**config.mk**
```make
export PLATFORM = sky130hd
export DESIGN_NAME = abkf_mul
export DESIGN_NICKNAME = d
export VERILOG_FILES = /design/src/sv/angle_bias_kalman_filter_defines.svh /design/src/sv/abkf_pkg.sv /design/src/sv/abkf_mul.sv
export SDC_FILE = /design/constraint.sdc
export NUM_CORES = 2
export LEC_CHECK = 0
export BUFFER_PORTS_ARGS = -buffer_cell sky130_fd_sc_hd__clkbuf_2
export CORE_MARGIN = 1
export CORE_UTILIZATION = 30
export CTS_BUF_LIST = sky130_fd_sc_hd__clkbuf_8
export CTS_CLUSTER_DIAMETER = 200
export CTS_CLUSTER_SIZE = 14
export DETAILED_ROUTE_END_ITERATION = 12
export HOLD_SLACK_MARGIN = 0.12
export PLACE_DENSITY = 0.46
export REMOVE_ABC_BUFFERS = 1
export SLEW_MARGIN = 25
export SYNTH_ARGS = -nofsm -noshare
export SYNTH_HDL_FRONTEND = slang
export SYNTH_SLANG_ARGS = --single-unit
export TNS_END_PERCENT = 20
```
**constraint.sdc**
```tcl
create_clock -name clk -period 13.3 [get_ports clk]
set_input_delay 1.995 -clock clk [delete_from_list [all_inputs] [get_ports clk]]
set_output_delay 1.995 -clock clk [all_outputs]
set_load 0.1 [all_outputs]
```
**src/sv/angle_bias_kalman_filter_defines.svh**
```systemverilog
// Assertion macros for the angle/bias Kalman filter.
// Used by the top level; expects clk and rst in scope.
`ifndef ANGLE_BIAS_KALMAN_FILTER_DEFINES_SVH
`define ANGLE_BIAS_KALMAN_FILTER_DEFINES_SVH

// same-cycle implication
`define ABKF_ASSERT_NOW(label, ante, cons, msg) \
  label: assert property (@(posedge clk) disable iff (rst) (ante) |-> (cons)) \
    else $error(msg);

// next-cycle implication
`define ABKF_ASSERT_NEXT(label, ante, cons, msg) \
  label: assert property (@(posedge clk) disable iff (rst) (ante) |=> (cons)) \
    else $error(msg);

`endif

```
**src/sv/abkf_pkg.sv**
```systemverilog
// Shared types, codes and helpers for the angle/bias Kalman filter.
// No dependencies.
`timescale 1ns / 1ps
package abkf_pkg;

  localparam int unsigned CfgW = 48;
  localparam logic [CfgW-1:0] QANGLE_RST = 48'd1099511628;
  localparam logic [CfgW-1:0] QBIAS_RST  = 48'd3298534883;
  localparam logic [CfgW-1:0] RNOISE_RST = 48'd32985348833;
  localparam logic [24:0] DT_ONE = 25'd16777216;

  typedef enum logic [1:0] {
    REG_QANGLE = 2'd0,
    REG_QBIAS  = 2'd1,
    REG_RNOISE = 2'd2
  } reg_idx_t;

  typedef enum logic [1:0] {
    MUL_Q16,
    MUL_Q24,
    MUL_Q40
  } mul_mode_t;

  typedef enum logic [3:0] {
    ST_IDLE, ST_RATE, ST_T, ST_INNER, ST_PQB, ST_K0, ST_K1, ST_ANG,
    ST_BIAS, ST_P0, ST_P1, ST_P2, ST_P3, ST_OUT, ST_DONE
  } state_t;

  typedef struct packed {
    logic signed [47:0] val;
    logic               sat;
  } clip_t;

  localparam logic signed [63:0] C48_MAX = 64'sd140737488355327;
  localparam logic signed [63:0] C48_MIN = -64'sd140737488355328;

  function automatic clip_t clip48(input logic signed [63:0] v);
    clip_t r;
    r.sat = 1'b0;
    if (v > C48_MAX) begin
      r.val = C48_MAX[47:0];
      r.sat = 1'b1;
    end else if (v < C48_MIN) begin
      r.val = C48_MIN[47:0];
      r.sat = 1'b1;
    end else begin
      r.val = v[47:0];
    end
    return r;
  endfunction

endpackage

```
**src/sv/abkf_mul.sv**
```systemverilog
// Shared signed multiplier: four 32x32 partial products accumulated, then
// round half away from zero, shift and clip. Depends on abkf_pkg.
`timescale 1ns / 1ps
module abkf_mul (
  input  logic                    clk,
  input  logic                    rst,
  input  logic                    start,
  input  abkf_pkg::mul_mode_t     mode,
  input  logic signed [63:0]      a,
  input  logic signed [63:0]      b,
  output logic                    done,
  output logic signed [63:0]      res,
  output logic                    sat
);
  import abkf_pkg::*;

  logic [63:0]  x;
  logic [63:0]  y;
  logic         neg;
  mul_mode_t    mode_r;
  logic [127:0] acc;
  logic [2:0]   cnt;
  logic         busy;

  logic [31:0]  xs;
  logic [31:0]  ys;
  logic [63:0]  pp;
  logic [127:0] pp_sh;
  logic [127:0] rnd;
  logic [127:0] shifted;
  logic [63:0]  lim;
  logic         over;
  logic [63:0]  m;

  always_comb begin
    xs = cnt[1] ? x[63:32] : x[31:0];
    ys = cnt[0] ? y[63:32] : y[31:0];
    pp = 64'(xs) * 64'(ys);
    case (cnt[1:0])
      2'd0:    pp_sh = {64'd0, pp};
      2'd3:    pp_sh = {pp, 64'd0};
      default: pp_sh = {32'd0, pp, 32'd0};
    endcase
    case (mode_r)
      MUL_Q16: begin
        rnd = 128'd1 << 15;
        shifted = acc >> 16;
        lim = neg ? (64'd1 << 31) : (64'd1 << 31) - 64'd1;
      end
      MUL_Q24: begin
        rnd = 128'd1 << 23;
        shifted = acc >> 24;
        lim = neg ? (64'd1 << 61) : (64'd1 << 61) - 64'd1;
      end
      default: begin
        rnd = 128'd1 << 39;
        shifted = acc >> 40;
        lim = neg ? (64'd1 << 61) : (64'd1 << 61) - 64'd1;
      end
    endcase
    over = shifted > {64'd0, lim};
    m = over ? lim : shifted[63:0];
  end

  always_ff @(posedge clk) begin
    if (rst) begin
      busy <= 1'b0;
      done <= 1'b0;
      cnt  <= '0;
    end else begin
      done <= 1'b0;
      if (start) begin
        x      <= a[63] ? 64'(-a) : 64'(a);
        y      <= b[63] ? 64'(-b) : 64'(b);
        neg    <= a[63] ^ b[63];
        mode_r <= mode;
        acc    <= '0;
        cnt    <= '0;
        busy   <= 1'b1;
      end else if (busy) begin
        if (cnt < 3'd4) begin
          acc <= acc + pp_sh;
          cnt <= cnt + 3'd1;
        end else if (cnt == 3'd4) begin
          acc <= acc + rnd;
          cnt <= cnt + 3'd1;
        end else begin
          res  <= neg ? -$signed(m) : $signed(m);
          sat  <= over;
          done <= 1'b1;
          busy <= 1'b0;
        end
      end
    end
  end

endmodule

```
==> Word level (Yosys, flattened, before mapping) <==
Index checks and enable logic that the tools add are counted.
Widths: inputs -> output; s select.
{ "totals": {"latchBits": 0, "out_inout_bits": 66, "rom_bits": 0, "inputBits": 133, "mem_bits_rw": 0, "mem_count": 0, "ff_bits": 329} }
{ "classes": {"n_shift": 0, "div": 0, "add_sub_neg": 6, "order_cmp": 2, "eq_ne": 3, "muxes": 22, "reduce_logical": 11, "mul": 1, "bitwise_logic": 6} }
{ "op_table": {"columns": ["op", "count"], "rows": [
  ["$mux 128", 3],
  ["$add 128x128->128", 2],
  ["$pmux 128 s2", 1],
  ["$pmux 112 s2", 1],
  ["$neg 64->64", 3],
  ["$gt 128x64->1", 1],
  ["$mux 64", 2],
  ["$mux 63", 2],
  ["$mux 62", 2],
  ["$mux 32", 3],
  ["$pmux 40 s2", 1],
  ["$mul 32x32->64", 1],
  ["$mux 3", 2],
  ["$mux 1", 5],
  ["$not 1->1", 5],
  ["$reduce_and 5->1", 1],
  ["$logic_not 2->1", 2],
  ["$reduce_and 2->1", 2],
  ["$reduce_bool 2->1", 2],
  ["$reduce_or 4->1", 1],
  ["$add 3x1->3 const B", 1],
  ["$eq 3x3->1 const B", 1],
  ["$lt 3x3->1 const B", 1],
  ["$reduce_and 3->1", 1],
  ["5 further kinds", 5]
]} }

==> Logic depth before layout (Yosys ltp) <==
{ "logic_depth": {"ltp_word": 6, "depth_mapped": 50, "depth_no_buf": 44} }

==> Worst setup path after synthesis <==
Ideal clock, no wire load.
{ "synth_path": {"path_kind": "register -> register", "startpoint": "reg cnt[1]", "endpoint": "reg acc[127] (data pin)", "required_ps": 13034, "setup_ps": 266, "t_arrival_ps": 11682, "slack_ps": 1352, "period_less_slack_ps": 11948, "n_path_buf": 5, "path_stages_with_launch": 46, "path_cell_list": "dfxtp_1 > clkbuf_1 > buf_1 > mux2i_1 > clkbuf_1 > nor2_1 > fa_1 > fa_1 > inv_1 > fa_1 > fa_1 > inv_1 > fa_1 > fa_1 > fa_1 > inv_1 > fa_1 > inv_1 > (+10 left out) > a2111o_1 > a31oi_1 > xor2_1 > o21ai_0 > ha_1 > clkbuf_1 > and4_1 > nand2_1 > nor4_1 > nand4_1 > o221a_2 > a211oi_1 > nor3_1 > o41ai_1 > nor3_1 > xnor2_1 > xnor2_1 > nor2_1"} }
{ "synth_via": {"elab_chain_len": 6, "word_cells_on_any_way": 9} }
{ "synth_rtl": {"columns": ["item", "line_no", "text"], "rows": [
  ["from (decl)", "abkf_mul.sv:22", "logic [2:0] cnt;"],
  ["from (signal assigned)", "abkf_mul.sv:83", "cnt <= cnt + 3'd1;"],
  ["from (signal assigned)", "abkf_mul.sv:86", "cnt <= cnt + 3'd1;"],
  ["$mux 32", "abkf_mul.sv:36", "xs = cnt[1] ? x[63:32] : x[31:0];"],
  ["$mul 32x32->64", "abkf_mul.sv:38", "pp = 64'(xs) * 64'(ys);"],
  ["$pmux 128 s2", "abkf_mul.sv:39", "case (cnt[1:0])"],
  ["$add 128x128->128", "abkf_mul.sv:82", "acc <= acc + pp_sh;"],
  ["$mux 128 (*)", "abkf_mul.sv:81", "if (cnt < 3'd4) begin"],
  ["$mux 128 (*)", "abkf_mul.sv:80", "end else if (busy) begin"],
  ["to (signal assigned)", "abkf_mul.sv:82", null],
  ["to (signal assigned)", "abkf_mul.sv:85", "acc <= acc + rnd;"],
  ["to (decl)", "abkf_mul.sv:21", "logic [127:0] acc;"]
]} }
Every way passes the cells marked *; elsewhere a longest branch is shown, timed or not. The select of a mux whose other input is x is not followed.
A chain may end at the register's enable or synchronous reset.

==> Worst setup path in the final report <==
{ "layout_path": {"startpoint": "reg cnt[1]", "endpoint": "reg acc[122] (data pin)"} }
Same word-level chain as after synthesis.

==> key figures <==
Clock network
  – CTS tree: yes
  – CTS max path bufs: 3
  – # clock sinks: 329
  – CTS Hold Buffers Added: 0
  – Worst-skew pair later-pin latency: 0.87 ns
  – Root buffer cell: clkbuf_8
  – H-tree depth: 1
  – Reg clk slew, reported paths: 0.15 ns
  – CTS Buf Count: 28

STA
  – Max Fclk: 77.8 MHz
  – Slew Viols, Final: 0
  – Period utilization: 0.967
  – Worst-margin pin slew: 1.05 ns
  – Hold Vio Cnt, Final: 0
  – Slew margin rel.: 0.298
  – Crit path time final: 12.86 ns
  – Finish-stage setup viols: 0
  – RSZ-0062 raised after global routing: true
  – Setup Skew: 0.155 ns

Placement
  – Post-DP HPWL: 200 mm
  – I/O Buffers: 198
  – GPL Wtd Cong: 0.964
  – Placement Cell Area: 65900 µm²

Synthesis
  – Post-Syn Area per Cell: 8.72 µm²
  – Yosys Warn Count: 0
  – Seq/Total Area, Yosys: 0.162
  – Gate count of the mapped netlist: 6967
  – #FFs+latches synth: 329
  – Main combinational cell family by area after synthesis: adder cells
  – Async SR Flop Fraction: 0
  – Syn Std Cell Area: 60800 µm²
  – Adder-cell share of the synthesized area: 0.390
  – Post-Synth XOR/XNOR Area: 0.0464
  – Top cell type's share of synthesized area: 0.295
  – Post-Synth Simple-Gate Area: 0.161
  – Dominant synthesized flop cell: edfxtp_1
  – Cell taking the most area after synthesis: fa_1
  – Cell with the most instances after synthesis: inv_1
  – Mux contribution to synthesized area: 0.0362
  – Synth cell count leaders: inv_1, nor2_1, fa_1
  – Ranking of synthesized cells by area: fa_1, edfxtp_1, ha_1
  – Post-synth EDFFs: 324
  – Synth cell types: 97
  – Compound-Gate Fraction of Synth Area: 0.121

Worst hold path
  – Worst hold path type: reg2reg

Floorplanning
  – Die footprint: 204000 µm²
  – Starting Density: 0.303
  – I/O Pins: 199
  – Width of the die: 452 µm
  – Core area: 200000 µm²
  – Height of the die: 452 µm
  – Row cnt: 164

Global routing
  – Number of global-route vias before repair: 51500
  – Grt ovf: 0
  – First-pass GRT wire length: 351 mm
  – Largest net degree at the start of global routing: 84
  – Global-route usage over all layers: 0.231
  – Initial antenna violation count: 6

Worst setup path
  – Max Fanout on Critical Path: 15
  – Most frequent CP cell: fa_1
  – CP top delay family: adder cells
  – CP Buf/Inv Count: 8
  – Worst Path Required: 13.89 ns
  – Worst Setup Start Kind: register
  – Crit. End Element: register
  – Slowest stage delay, CP: 0.63 ns
  – Setup CP Type: reg2reg
  – Slowest CP cell: mux2i_2
  – Crit path arrival time: 13.44 ns

Drt
  – Iter 0 DRT Violations: 4183
  – DR pass1 iterations: 6
  – DRC: 0
  – Routed wire per std cell: 24.6 µm
  – Via count: 51100
  – Total wire length: 241 mm
  – Number of routed nets with antenna violations: 0
  – Vias per inst: 5.22

Outcome
  – Status: finished, final reports clean

Finish
  – Area grow syn2layout: 9.57%
  – Final instance area: 66600 µm²
  – Ratio of cells with drive above 1 in the final layout: 0.0940
  – Final #Nets: 8597

Run
  – MaxCap Viol Count: 0
kinds of logic (layout without fill, tap and decap cells):
family,Yosys count,count (layout)
and+or+nand+nor,2258,2258
adders and majority gates,1356,1356
buffers and inverters,1342,1505
AOI/OAI and AO/OA,1150,1150
DFF,329,329
xor gates and xnor gates,322,322
muxes,210,210
other,0,4
cell usage in the layout, fill, tap and decap left out, types with 42 or more instances in the layout:
master	count
a21o_1	138
a21oi_1	321
a31oi_1	45
and2_1	59
buf_4	235
clkbuf_2	197
edfxtp_1	324
fa_1	897
ha_1	459
inv_1	1027
mux2_2	70
mux2i_1	88
mux2i_2	42
nand2_1	775
nand3_1	67
nand4_1	84
nor2_1	948
nor3_1	78
o21ai_0	237
o21bai_1	47
o31ai_1	50
or3_1	44
xnor2_1	242
xor2_1	79
cell type report:
| type | instances | area (µm²) |
|---|---|---|
| sequential | 329 | 9840 |
| timing repair buffer | 444 | 2920 |
| antenna | 4 | 10.0 |
| inverter | 1009 | 3790 |
| multi-input combinational | 5296 | 46200 |
| tap | 2656 | 3320 |
| clock inverter | 24 | 141 |
| clock buffer | 28 | 385 |
| fill | 21000 | 134000 |
sequential cells by signal, summed over array words and instances (netlist names):
| register | flops |
|---|---|
| done | 1 |
| res | 64 |
| x | 64 |
| y | 64 |
| busy | 1 |
| neg | 1 |
| sat | 1 |
| mode_r | 2 |
| acc | 128 |
| cnt | 3 |
tightest hold or removal path, delay by kind of cell (launching register included):
kind	cells	cell delay, ns
and+or+nand+nor	1	0.06
AOI/OAI and AO/OA	1	0.15
DFF	1	0.36
metal layers:
layer | vias to the layer above | wire length (µm) | global-route usage
met1 | 26100 | 108000 | 0.322
met3 | 275 | 15100 | 0.0335
met2 | 1673 | 109000 | 0.370
met4 | 6 | 8630 | 0.0679
met5 | - | 42 | 0
li1 | 23100 | - | -
final timing paths:
kind                            slack [ns]  cells past startpoint                     end                 from
worst max register to register        0.44                     44  acc[122]$_SDFFCE_PP0P_  cnt[1]$_SDFFE_PP0P_
worst min register to register        0.59                      2     cnt[2]$_SDFFE_PP0P_      busy$_SDFF_PP0_
worst min-delay path                  0.59                      2     cnt[2]$_SDFFE_PP0P_      busy$_SDFF_PP0_
worst max-delay path                  0.44                     44  acc[122]$_SDFFCE_PP0P_  cnt[1]$_SDFFE_PP0P_
what timing repair did:
item | CTS | global route
resized for setup | 3 | 16
pin swaps | 0 | 1
setup endpoints to repair | 9 | 26
endpoints found under the hold margin | 0 | 0
buffers inserted | 0 | 9
through the flow:
| step | TNS (ns) | hold WS [ns] | instances | setup slack [ns] | util |
|---|---|---|---|---|---|
| 6_report | 0 | 0.593 | 9790 | 0.442 | 0.332 |
| 5_1_grt | -0.0241 | 0.607 | 9790 | -0.0231 | 0.332 |
| 4_1_cts | 0 | 0.590 | 9777 | 0.0946 | 0.331 |
| 3_5_place_dp | -1.78 | 0.566 | 9725 | -0.376 | 0.329 |
| 3_3_place_gp | -3.00 | 0.551 | 9725 | -0.509 | 0.329 |
| 2_1_floorplan | -0.0626 | 0.486 | 6634 | -0.0626 | - |
Power is left out: the tool's default activity adds up to more than one toggle a clock period on the data nets, which glitch-free logic cannot reach.
