$ cat config.mk
export PLATFORM = sky130hd
export DESIGN_NAME = abkf_div
export DESIGN_NICKNAME = d
export VERILOG_FILES = /design/src/sv/angle_bias_kalman_filter_defines.svh /design/src/sv/abkf_pkg.sv /design/src/sv/abkf_div.sv
export SDC_FILE = /design/constraint.sdc
export NUM_CORES = 1
export LEC_CHECK = 0
export ABC_AREA = 1
export BUFFER_PORTS_ARGS = -buffer_cell sky130_fd_sc_hd__buf_2
export CORE_ASPECT_RATIO = 1.2
export CORE_MARGIN = 5
export CORE_UTILIZATION = 66
export DETAILED_ROUTE_END_ITERATION = 8
export PLACE_DENSITY = 0.87
export SETUP_SLACK_MARGIN = 0.1
export SLEW_MARGIN = 10
export SYNTH_ARGS = -nofsm -noshare
export SYNTH_HDL_FRONTEND = slang
export SYNTH_SLANG_ARGS = --single-unit
$ cat constraint.sdc
create_clock -name clk -period 19.8 [get_ports clk]
set_input_delay 0.99 -clock clk [delete_from_list [all_inputs] [get_ports clk]]
set_output_delay 0.99 -clock clk [all_outputs]
set_load 0.02 [all_outputs]
$ cat src/sv/angle_bias_kalman_filter_defines.svh
// Assertion macros for the angle/bias Kalman filter.
// Used by the top level; expects clk and rst in scope.
`ifndef ANGLE_BIAS_KALMAN_FILTER_DEFINES_SVH
`define ANGLE_BIAS_KALMAN_FILTER_DEFINES_SVH

// same-cycle implication
`define ABKF_ASSERT_NOW(label, ante, cons, msg) \
  label: assert property (@(posedge clk) disable iff (rst) (ante) |-> (cons)) \
    else $error(msg);

// next-cycle implication
`define ABKF_ASSERT_NEXT(label, ante, cons, msg) \
  label: assert property (@(posedge clk) disable iff (rst) (ante) |=> (cons)) \
    else $error(msg);

`endif

$ cat src/sv/abkf_pkg.sv
// Shared types, codes and helpers for the angle/bias Kalman filter.
// No dependencies.
`timescale 1ns / 1ps
package abkf_pkg;

  localparam int unsigned CfgW = 48;
  localparam logic [CfgW-1:0] QANGLE_RST = 48'd1099511628;
  localparam logic [CfgW-1:0] QBIAS_RST  = 48'd3298534883;
  localparam logic [CfgW-1:0] RNOISE_RST = 48'd32985348833;
  localparam logic [24:0] DT_ONE = 25'd16777216;

  typedef enum logic [1:0] {
    REG_QANGLE = 2'd0,
    REG_QBIAS  = 2'd1,
    REG_RNOISE = 2'd2
  } reg_idx_t;

  typedef enum logic [1:0] {
    MUL_Q16,
    MUL_Q24,
    MUL_Q40
  } mul_mode_t;

  typedef enum logic [3:0] {
    ST_IDLE, ST_RATE, ST_T, ST_INNER, ST_PQB, ST_K0, ST_K1, ST_ANG,
    ST_BIAS, ST_P0, ST_P1, ST_P2, ST_P3, ST_OUT, ST_DONE
  } state_t;

  typedef struct packed {
    logic signed [47:0] val;
    logic               sat;
  } clip_t;

  localparam logic signed [63:0] C48_MAX = 64'sd140737488355327;
  localparam logic signed [63:0] C48_MIN = -64'sd140737488355328;

  function automatic clip_t clip48(input logic signed [63:0] v);
    clip_t r;
    r.sat = 1'b0;
    if (v > C48_MAX) begin
      r.val = C48_MAX[47:0];
      r.sat = 1'b1;
    end else if (v < C48_MIN) begin
      r.val = C48_MIN[47:0];
      r.sat = 1'b1;
    end else begin
      r.val = v[47:0];
    end
    return r;
  endfunction

endpackage

$ cat src/sv/abkf_div.sv
// Restoring divider: n * 2^40 / d, one quotient bit per cycle,
// truncated toward zero, clipped to 48 bits, zero for d == 0. Uses abkf_pkg.
`timescale 1ns / 1ps
module abkf_div (
  input  logic               clk,
  input  logic               rst,
  input  logic               start,
  input  logic signed [63:0] n,
  input  logic signed [63:0] d,
  output logic               done,
  output logic signed [47:0] res,
  output logic               sat
);
  import abkf_pkg::*;

  logic [87:0] num;
  logic [49:0] ud;
  logic [49:0] rem;
  logic [46:0] q;
  logic [6:0]  cnt;
  logic        neg;
  logic        dzero;
  logic        over;
  logic        busy;
  logic        fin;

  logic [50:0] r2;
  logic        qbit;
  logic [63:0] un;
  logic [63:0] udm;

  always_comb begin
    r2   = {rem, num[87]};
    qbit = r2 >= {1'b0, ud};
    un   = n[63] ? 64'(-n) : 64'(n);
    udm  = d[63] ? 64'(-d) : 64'(d);
  end

  always_ff @(posedge clk) begin
    if (rst) begin
      busy <= 1'b0;
      fin  <= 1'b0;
      done <= 1'b0;
    end else begin
      done <= 1'b0;
      if (start) begin
        num   <= {un[47:0], 40'd0};
        ud    <= udm[49:0];
        rem   <= '0;
        q     <= '0;
        cnt   <= 7'd87;
        neg   <= n[63] ^ d[63];
        dzero <= (d == 64'sd0);
        over  <= 1'b0;
        busy  <= 1'b1;
      end else if (busy) begin
        num <= {num[86:0], 1'b0};
        rem <= qbit ? 50'(r2 - {1'b0, ud}) : r2[49:0];
        if (cnt >= 7'd47) begin
          over <= over | qbit;
        end else begin
          q <= {q[45:0], qbit};
        end
        if (cnt == 7'd0) begin
          busy <= 1'b0;
          fin  <= 1'b1;
        end else begin
          cnt <= cnt - 7'd1;
        end
      end else if (fin) begin
        fin  <= 1'b0;
        done <= 1'b1;
        sat  <= over && !dzero;
        if (dzero) begin
          res <= '0;
        end else if (over) begin
          res <= neg ? C48_MIN[47:0] : C48_MAX[47:0];
        end else begin
          res <= neg ? -$signed({1'b0, q}) : $signed({1'b0, q});
        end
      end
    end
  end

endmodule

* Word-level counts from Yosys, hierarchy flattened
Cells that the tools add are included.
** Word-level totals
- Flip-flop bits (word level) :: 296
- Bits of input ports :: 131
** Cells by class
- Bitwise logic cells :: 5
- Magnitude comparators :: 2
- $add $sub $neg :: 5
- Multiplexer cells :: 21
- Reduce and logical (&&, ||, !) cells :: 14
- Eq/ne operators :: 3
** Operator list (number)
- $mux 48 :: 4
- $mux 88 :: 2
- $mux 50 :: 3
- $mux 47 :: 2
- $logic_not 64->1 :: 1
- $ge 51x50->1 :: 1
- $neg 50->50 :: 1
- $sub 50x50->50 :: 1
- $neg 47->48 :: 1
- $neg 48->48 :: 1
- $mux 7 :: 2
- $reduce_and 3->1 :: 3
- $mux 1 :: 8
- $ge 7x6->1 const B :: 1
- $logic_not 7->1 :: 1
- $sub 7x1->7 const B :: 1
- $reduce_and 2->1 :: 3
- $ne 2x2->1 const B :: 2
- $reduce_and 4->1 :: 1
- $reduce_bool 2->1 :: 2
- $not 1->1 :: 3
- $reduce_or 3->1 :: 1
- $ne 2x1->1 const B :: 1
- $logic_and 1x1->1 :: 1
- other kinds (3) :: 3

* Logic depth before layout (Yosys ltp)
Gate-level depths: netlist of run 1.
- Word-level depth :: 4
- Depth in mapped cells :: 17

* Worst setup path after synthesis of run 1
OpenSTA, ideal clock, no wires.
- Kind :: input to register
- From :: input start
- To :: register q[0], enable pin
- Data required time :: 19.333 ns
- Arrival time :: 8.230 ns
- Stages on the path :: 4
- Slack :: 11.103 ns
- Buffers on the path :: 0
- Setup time :: 0.467 ns
- Path through :: nor2_1 -> nor2_1 -> inv_1 -> a21oi_1
** Between the ends
- Cells in the longest elaborated chain, start to end :: 2
** Ends and longest elaborated chain
- from (decl) :: RTL line abkf_div.sv:7 : input logic start,
- $ne 2x2->1 (no line) / $reduce_bool 2->1 (equally long branches)
- $reduce_and 3->1 (no line) (*)
- to (signal assigned) :: RTL line abkf_div.sv:62 : q <= {q[45:0], qbit};
- to (decl) :: RTL line abkf_div.sv:19 : logic [46:0] q;
Every way passes the cells marked *; elsewhere a longest branch is shown, timed or not.
A chain may end at the register's enable or synchronous reset.

* Final worst setup path of run 1
- From :: register rem[31]
- To :: register rem[21] (data pin)
** Between the ends
- Cells in the longest elaborated chain, start to end :: 3
** Ends and longest elaborated chain
- from (decl) :: RTL line abkf_div.sv:18 : logic [49:0] rem;
- from (signal assigned) :: RTL line abkf_div.sv:58 : rem <= qbit ? 50'(r2 - {1'b0, ud}) : r2[49:0];
- $ge 51x50->1 :: RTL line abkf_div.sv:34 : qbit = r2 >= {1'b0, ud};
- $mux 50 :: RTL line abkf_div.sv:58
- $mux 50 :: RTL line abkf_div.sv:56 : end else if (busy) begin
No other way between the ends. The select of a mux whose other input is x is not followed.

==> results of run 1 <==
-- through the flow --
stage | cells | setup WS (ps)
floorplan | 2739 | 11100
global placement | 3238 | 16200
detailed placement | 3238 | 16130
CTS | 3287 | 16560
global route | 3287 | 16290
finish | 3287 | 16540
-- per-layer routing --
metal,share of wire,vias up,global-route usage
met5,0,-,0
met4,0.053,0,0.157
met3,0.093,209,0.0462
met2,0.47,1005,0.564
met1,0.38,8452,0.431
li1,-,9021,-
-- cell usage in the layout, fill, tap and decap left out, types with 5 or more instances in the layout --
cell type and n:
nand2_1 812, inv_1 439, nor2_1 434, edfxtp_1 254, buf_2 164, nand3_1 156
o21ai_0 109, a21oi_1 86, xor2_1 68, ha_1 56, nand4_1 54, nor3_1 41
xnor2_1 30, clkbuf_16 27, o21bai_1 21, a31oi_1 14, nor2_2 13, nor4_1 12
buf_4 12, nand3b_1 10, inv_2 9, clkinv_2 7, or2_2 5, clkinv_1 5
nor2_4 5, a211oi_1 5
-- critical path: cells and delay by family (launching register included) --
family	cells	cell delay (ps)
buffers and inverters	2	140
AO/OA/AOI/OAI	2	640
adder cells (fa/ha/maj)	1	390
flip-flops	1	430
AND/OR/NAND/NOR	8	1350
-- synth_stat cells (6+ instances only) --
| cell | n | area, um2 |
|---|---|---|
| a31oi_1 | 14 | 87.6 |
| o21ai_0 | 109 | 546 |
| nand4_1 | 54 | 338 |
| o21bai_1 | 21 | 158 |
| nand2_1 | 812 | 3050 |
| buf_1 | 6 | 22.5 |
| xnor2_1 | 30 | 263 |
| xor2_1 | 68 | 596 |
| nand3b_1 | 10 | 75.1 |
| nor2_1 | 437 | 1640 |
| nand3_1 | 156 | 781 |
| inv_2 | 8 | 30.0 |
| nor2_2 | 13 | 81.3 |
| nor3_1 | 41 | 205 |
| clkbuf_1 | 45 | 169 |
| nor4_1 | 12 | 75.1 |
| inv_1 | 440 | 1650 |
| a21oi_1 | 87 | 435 |
| edfxtp_1 | 254 | 7630 |
| ha_1 | 56 | 701 |
-- final cells by class --
cell class	count	area, um2	area share
multi-input combinational	1970	9470	0.448
sequential	257	7690	0.364
inverter	450	1690	0.0799
timing repair buffer	176	911	0.0431
clock buffer	29	683	0.0323
tap	385	482	0.0228
clock inverter	20	216	0.0102
-- report_power, final --
group          internal [mW]  switching (mW)
Clock                  0.293           0.224
Combinational          0.135           0.293
Sequential             0.647          0.0170
Total                   1.07           0.534
-- how the worst max path moves through the flow --
stage               endpoint  slack (ps)  cells after the start
floorplan               q[0]       11100                      4
global placement     num[78]       16200                      8
detailed placement   num[78]       16130                      8
CTS                  rem[21]       16560                     13
global route         rem[21]       16290                     13
finish               rem[21]       16540                     13
-- logic make-up after synthesis --
kind of cell / count (synthesis)
AOI/OAI and AO/OA: 253
xor gates and xnor gates: 98
adders and majority gates: 57
buffers and inverters: 512
DFF: 257
and+or+nand+nor: 1562
-- state kept, by name (all words and copies together) (netlist names) --
signal	cells
num	48
done	1
ud	50
rem	50
cnt	7
q	47
sat	1
busy	1
neg	1
dzero	1
res	48
over	1
fin	1
==> run_results.csv, run 1 <==
group,metric,value,unit
power,p_per_area,76.1,mW/mm2
place,dp.final_hpwl,41.6,mm
cts,cts_resized,0,
logic_synthesis,synth_top_family_by_area,"simple AND/OR/NAND/NOR gates",
cts,holdBufCountCts,0,
cells_and_area,drive_gt1_frac,0.0924,
cts,cts_sinks,257,
sta,slew_violations,0,
floorplan,rows,68,
cts,clk_pin_slew,70,ps
sta,max_freq,306,MHz
floorplan,core-area,0.0287,mm2
sta,relSlewSlack,0.206,
grt,grt_pass1_vias,17700,
floorplan,die_area,0.0324,mm2
grt,grt_antenna_before_repair,0,
floorplan,start_util,0.666,
power,total_power,1.61,mW
grt,grt_overflow,0,
floorplan,io_pins,181,
sta,tightest_slew,1190,ps
logic_synthesis,synthAdderAreaFrac,0.0377,
place,gp_congestion,1.03,
sta,clock-skew-final,18.1,ps
floorplan,die_h,196,um
floorplan,die_w,165,um
setup_path,path_class,"reg2reg",
logic_synthesis,yosys_warnings,0,
cts,cts_buffers,27,
logic_synthesis,netlist_instances,2739,
setup_path,ff2ff_path_depth,13,
logic_synthesis,syn-cell-area,0.0191,mm2
setup_path,timing.rr.end,"rem[21]",
power,leakagePower,10.1,nW
route,vias_per_cell,5.69,
cts,post-cts-setup-buffers,0,
cts,cts_tree,"built",
logic_synthesis,ys_types,49,
grt,track_usage,0.336,
logic_synthesis,syn_nets,2927,
setup_path,path_common_cell,"nand2_1",
setup_path,reg2reg_setup_slack,16540,ps
place,dpl_cell_area,0.0202,mm2
worst_hold_path,hold_end,"fin",
logic_synthesis,yosys.area_share.simple,0.338,
sta,fin_crit_sh,0.165,
logic_synthesis,ys_seq_elements,257,
sta,final-setup-viol-count,0,
power,ir_worst_vdd,0.0576,mV
setup_path,cp_max_fo,72,
outcome,status,"finished, final reports clean",
sta,rsz0062_at_grt,"false",
cts,clock_latency,570,ps
route,drt.antenna.violating_nets,0,
grt,grt_pass1_wl,87.4,mm
cts,clock_path_buffers,3,
logic_synthesis,synthArstFlopShare,0,
sta,hold_viol,0,
sta,holdWs,509,ps
setup_path,critPathCaptureType,"flop",
flow_run,maxCapViolCount,0,
logic_synthesis,synth_compound_area_frac,0.0729,
cells_and_area,final_util,0.737,
setup_path,cp.required,20100,ps
cts,cts_root_buffer,"clkbuf_16",
route,via_count,18700,
grt,grt_max_degree,76,
logic_synthesis,synthMuxAreaShare,0,
route,drtIter0Drc,2089,
logic_synthesis,ys_seq_area_frac,0.403,
setup_path,rr_startpoint,"rem[31]",
cells_and_area,syn2layout_area_growth,10.7,%
route,wl_per_cell,16.8,um
cells_and_area,fill_cells,2345,
cells_and_area,finalInstanceArea,0.0211,mm2
worst_hold_path,holdPathStages,2,
setup_path,crit_slowest_cell,"nand3_4",
setup_path,crit_path_cell_trace,"ha_1, nand2_1, nand2_1, nand2_1, nand3_1, inv_1, nand2_1, inv_1, nand2_1, a21oi_2, nand3_4, o21bai_1, nor2_1",
place,io_buffers,165,
cells_and_area,antenna_cells,0,
route,drt-total-wl,55.3,mm
route,first_pass_iters,6,
route,drc,0,
sta,period_needed,3260,ps
setup_path,critPathMaxStageDelay,650,ps
setup_path,worstPathArrival,3570,ps
logic_synthesis,synth_ff_type,"edfxtp_1",
worst_hold_path,hold_path_class,"reg2reg",
worst_hold_path,timing.hold.worst.start,"fin",
setup_path,crit_start,"rem[31]",
cts,htreeDepth,1,
setup_path,start_kind,"flop",
cells_and_area,final_nets,3070,
logic_synthesis,syn_avg_cell_area,6.97,um2
sta,finalSetupTns,0,ps
logic_synthesis,synth_edf_count,254,
logic_synthesis,synthXorXnorAreaFrac,0.0449,
Power figures use the tool's default switching activity.
==> run 2: changes to the inputs <==
CORE_UTILIZATION = 55   (was 66)
PLACE_DENSITY = 0.78   (was 0.87)
clock period = 2.7 ns   (was 19.8 ns; I/O delays follow)
==> run 2 against run 1 <==
Die area rose by 19%; sequential share of layout area down 2.1 points; global-route usage is 7.2 points lower; sequential power rose to 7.3 times the previous value.
==> run_results.csv, run 2 (synthesis gave the netlist of run 1 again) <==
group,metric,value,unit
outcome,status,"finished, final reports clean",
setup_path,crit_path_cell_trace,"inv_1, ha_1, nand2_1, nor2_2, nand2_2, nor2_2, inv_2, nor2_2, nand3_2, nand3_4, buf_12, nand3_1, nand2_1, inv_1",
cells_and_area,final_common_cell,"nand2_1",
sta,slew_violations,0,
floorplan,io_pins,181,
setup_path,path_common_cell,"nor2_2",
cells_and_area,antenna_cells,0,
power,total_power,11.9,mW
grt,grt_pass1_vias,17300,
cells_and_area,final_nets,3151,
sta,final-setup-viol-count,0,
setup_path,start_kind,"flop",
power,p_int,7.94,mW
sta,finalSetupTns,0,ps
cts,cts_root_buffer,"clkbuf_16",
cts,cts_sinks,257,
place,io_buffers,165,
route,drc,0,
grt,track_usage,0.264,
place,placed_cells,3326,
setup_path,cp.depth,14,
route,drt-total-wl,53.7,mm
floorplan,start_util,0.559,
route,vias_per_cell,5.35,
setup_path,crit_end,"rem[44]",
cells_and_area,multi_input_area,0.00988,mm2
cells_and_area,register_area,0.00769,mm2
power,comb_power_share,0.290,
power,p_sw_frac,0.331,
setup_path,crit_start,"ud[17]",
floorplan,die_area,0.0386,mm2
route,via_count,18400,
place,pre_cts_ws,116,ps
grt,grt_overflow,0,
setup_path,ff2ff_path_depth,14,
cts,cts_buffers,26,
cells_and_area,top_regs,"rem (50), ud (50)",
sta,period_needed,2590,ps
cells_and_area,layout_common_cells,"794 x nand2_1, 436 x inv_1, 418 x nor2_1, 254 x edfxtp_1, 164 x buf_2",
cells_and_area,syn2layout_area_growth,17.6,%
route,wl_per_cell,15.6,um
sta,rsz0062_at_grt,"true",
setup_path,rr_startpoint,"ud[17]",
place,dp.final_hpwl,41.2,mm
route,drtIter0Drc,1509,
setup_path,crit_slowest_cell,"edfxtp_1",
route,drt.antenna.violating_nets,0,
cts,cts_tree,"built",
power,ir_worst_vdd,0.569,mV
cts,htreeDepth,1,
cells_and_area,fin_cells,3438,
setup_path,cp.required,3020,ps
power,p_switching,3.93,mW
power,p_per_area,529,mW/mm2
flow_run,maxCapViolCount,0,
setup_path,cp_top_family,"simple AND/OR/NAND/NOR gates",
sta,fin_crit_sh,0.959,
cts,clk_pin_slew,60,ps
setup_path,critPathBufInv,4,
cells_and_area,fill_cells,3010,
setup_path,critPathCaptureType,"flop",
cells_and_area,drive_gt1_frac,0.121,
setup_path,cp_max_fo,17,
power,leakagePower,10.5,nW
grt,grt_max_degree,99,
route,first_pass_iters,6,
floorplan,core-area,0.0342,mm2
power,pwr-share-clk,0.299,
worst_hold_path,hold_path_class,"in2reg",
sta,tightest_slew,716,ps
setup_path,path_class,"reg2reg",
setup_path,critPathMaxStageDelay,440,ps
setup_path,worstPathArrival,2910,ps
setup_path,reg2reg_setup_slack,110,ps
cells_and_area,final_util,0.657,
grt,grt_antenna_before_repair,0,
sta,hold_viol,0,
place,gp_congestion,1.01,
sta,relSlewSlack,0.518,
cts,clock_path_buffers,3,
power,seqPwrFrac,0.411,
cts,clock_latency,560,ps
floorplan,rows,74,
sta,max_freq,386,MHz
sta,setup_ws,110,ps
setup_path,timing.rr.end,"rem[44]",
sta,clock-skew-final,13.0,ps
grt,grt_pass1_wl,85.1,mm
floorplan,die_h,214,um
floorplan,die_w,180,um
## run 2: cell count changes in the layout (fill, tap and decap cells not counted), sizes merged
cell         delta
bufinv          -1
buf            +21
clkinv          +1
dlygate4sd3    +59
clkbuf          +1
inv             -1
## run 2: power groups by stage
stage	clock [mW]	combinational [mW]	sequential [mW]
finish	3.55	3.44	4.88
global placement	0	3.04	4.94
CTS	3.63	3.17	4.86
detailed placement	0	3.09	4.95
global route	3.80	3.83	4.90
floorplan	0	2.24	4.91
## run 2: tightest hold or removal path, cell delays in order
cell	delay (ps)
buf_2	130
xor2_1	70
o21ai_0	130
## run 2: routing by layer
layer	track usage	part of all wire
met4	0.103	0.041
met2	0.451	0.47
met3	0.0287	0.063
met1	0.346	0.42
met5	0	0
## run 2: cell type report
| type | count | share of cell area |
|---|---|---|
| multi-input cells | 1970 | 0.440 |
| flip-flops and latches | 257 | 0.342 |
| repair buffers | 258 | 0.0802 |
| inverters | 450 | 0.0752 |
| clock buffers | 28 | 0.0293 |
| well taps | 456 | 0.0254 |
| clock inverters | 19 | 0.00780 |
## run 2: worst min-delay path by stage
stage	slack [ps]	depth (start not counted)	from	to
6_report	30	3	n[5]	num[45]
5_1_grt	20	3	n[5]	num[45]
4_1_cts	2	3	n[19]	num[59]
3_5_place_dp	390	1	d[0]	ud[0]
3_3_place_gp	380	1	d[0]	ud[0]
2_1_floorplan	200	1	rst	fin
## run 2: timing repair
action / in CTS / in global routing
buffers inserted: 0 / 3
endpoints found under the setup margin: 0 / 56
gates resized for setup: 0 / 81
hold endpoints to repair: 58 / 0
hold buffers: 59 / 0
## run 2: per-stage QoR
stage               area [um2]  hold slack (ps)
floorplan                19100              204
global placement         20500              385
detailed placement       20500              387
CTS                      22000             2.00
global route             22500             21.2
finish                   22500             25.8
==> run 3: changes to the inputs <==
CORE_UTILIZATION = 50   (was 55)
CTS_CLUSTER_DIAMETER = 30   (was not set)
PLACE_DENSITY = 0.72   (was 0.78)
==> run 3 against run 2 <==
Clock skew about the same; highest routed layer unchanged; largest cell class unchanged; hold slack worse by 15 ps; setup slack better by 65 ps.
==> run_results.csv, run 3 (synthesis gave the netlist of run 1 again) <==
group,metric,value,unit
cells_and_area,layout_common_cells,"790 x nand2_1, 437 x inv_1, 420 x nor2_1, 254 x edfxtp_1, 164 x buf_2",
floorplan,die_area,0.0422,mm2
route,drtIter0Drc,1345,
sta,relSlewSlack,0.386,
floorplan,core-area,0.0378,mm2
power,total_power,15.1,mW
floorplan,die_h,224,um
sta,finalSetupTns,0,ps
sta,tightest_slew,920,ps
power,leakagePower,11.1,nW
cts,htreeDepth,2,
sta,max_freq,396,MHz
grt,track_usage,0.260,
route,first_pass_iters,6,
place,pre_cts_ws,56.0,ps
setup_path,ff2ff_path_depth,15,
floorplan,die_w,188,um
grt,grt_pass1_wl,89.2,mm
setup_path,worstPathArrival,2850,ps
sta,clock-skew-final,13.1,ps
setup_path,cp.required,3030,ps
place,gp_congestion,0.953,
cts,cts_tree,"built",
worst_hold_path,holdPathStages,3,
setup_path,rr_startpoint,"ud[25]",
cells_and_area,top_regs,"rem (50), ud (50)",
power,p_per_area,636,mW/mm2
cells_and_area,syn2layout_area_growth,24.3,%
cells_and_area,fin_cells,3527,
cts,clock_path_buffers,3,
cts,cts_root_buffer,"clkbuf_16",
sta,hold_viol,0,
sta,fin_crit_sh,0.935,
route,drt.antenna.violating_nets,0,
route,drt-total-wl,58.0,mm
cts,clk_pin_slew,50,ps
cts,cts_sinks,257,
worst_hold_path,timing.hold.worst.start,"n[6]",
cells_and_area,finalInstanceArea,0.0237,mm2
sta,setup_ws,174,ps
cells_and_area,drive_gt1_frac,0.145,
cts,clock_latency,580,ps
grt,grt_pass1_vias,17400,
flow_run,maxCapViolCount,0,
worst_hold_path,hold_path_class,"in2reg",
route,vias_per_cell,5.24,
setup_path,cp_max_fo,9,
place,io_buffers,165,
cts,cts_buffers,53,
route,drc,0,
floorplan,rows,78,
power,ir_worst_vdd,0.579,mV
cells_and_area,fill_cells,3413,
grt,grt_overflow,0,
route,via_count,18500,
sta,slew_violations,0,
setup_path,path_class,"reg2reg",
cells_and_area,antenna_cells,0,
outcome,status,"finished, final reports clean",
setup_path,reg2reg_setup_slack,170,ps
sta,final-setup-viol-count,0,
place,placed_cells,3362,
grt,grt_max_degree,99,
setup_path,critPathCaptureType,"flop",
cells_and_area,final_common_cell,"nand2_1",
sta,period_needed,2530,ps
worst_hold_path,hold_end,"num[46]",
setup_path,timing.rr.end,"rem[33]",
place,dpl_cell_area,0.0206,mm2
floorplan,io_pins,181,
place,dp.final_hpwl,44.2,mm
cells_and_area,final_nets,3191,
floorplan,start_util,0.506,
grt,grt_antenna_before_repair,1,
setup_path,start_kind,"flop",
route,wl_per_cell,16.4,um
sta,rsz0062_at_grt,"true",
==> run 3: cell types whose count changed in the layout (fill, tap and decap cells not counted), sizes merged <==
cell	before	now
buf	197	214
bufinv	2	6
clkbuf	30	58
clkinv	15	23
clkinvlp	2	5
dlygate4sd3	59	53
inv	450	461
==> run 3: stage by stage <==
stage / utilization / hold slack [ps]
final: 0.629 / 10.7
after global routing: 0.629 / 16.8
after CTS: 0.610 / 1.86
after global placement: 0.547 / 371
after detailed placement: 0.547 / 362
after floorplan: - / 204
==> run 3: worst max-delay path, cell delays in order (launching register included) <==
cell and delay, ps:
edfxtp_1 350, inv_1 60, ha_1 370, nand2_2 100, buf_4 150, nor2_4 110, inv_2 40, nor2_2 150
and2_1 190, nand3_2 110, nand3_4 130, buf_12 160, clkbuf_16 170, nand2_1 50, nand2_1 60, nor2_1 60
==> run 3: area by class of cell <==
cell class,count,area [um2],area share
sequential,257,7690,0.324
inverter,450,1690,0.0711
clock buffer,54,1340,0.0564
multi-input combinational,1970,9990,0.421
clock inverter,45,517,0.0218
tap,480,601,0.0253
timing repair buffer,271,1920,0.0807
==> run 3: what timing repair did <==
| action | in CTS | in global routing |
|---|---|---|
| buffers inserted | 0 | 7 |
| endpoints found under the setup margin | 26 | 52 |
| pin swaps | 0 | 9 |
| cloned | 0 | 6 |
| hold buffers | 53 | 0 |
| gates resized for setup | 1 | 90 |
| endpoints found under the hold margin | 55 | 0 |
==> run 3: routing by layer <==
layer	part of all wire	wire, um	global-route usage	vias to the layer above
li1	-	-	-	9289
met1	0.42	24500	0.338	8493
met2	0.49	28500	0.457	577
met3	0.056	3260	0.0305	109
met4	0.030	1730	0.0764	0
met5	0	0	0	-
==> run 3: worst max-delay path by stage <==
| stage | start | to | slack (ps) | cells after the start |
|---|---|---|---|---|
| 4_1_cts | rem[20] | rem[5] | 100 | 13 |
| 3_3_place_gp | ud[16] | rem[32] | 120 | 14 |
| 6_report | ud[25] | rem[33] | 170 | 15 |
| 5_1_grt | rem[16] | rem[46] | 30 | 13 |
| 2_1_floorplan | busy | q[0] | -790 | 4 |
| 3_5_place_dp | ud[16] | rem[5] | 60 | 14 |
==> run 3: power by group <==
| group | switching [mW] | internal [mW] |
|---|---|---|
| clock | 2.31 | 4.28 |
| combinational | 2.30 | 1.33 |
| sequential | 0.142 | 4.75 |
| total | 4.75 | 10.4 |
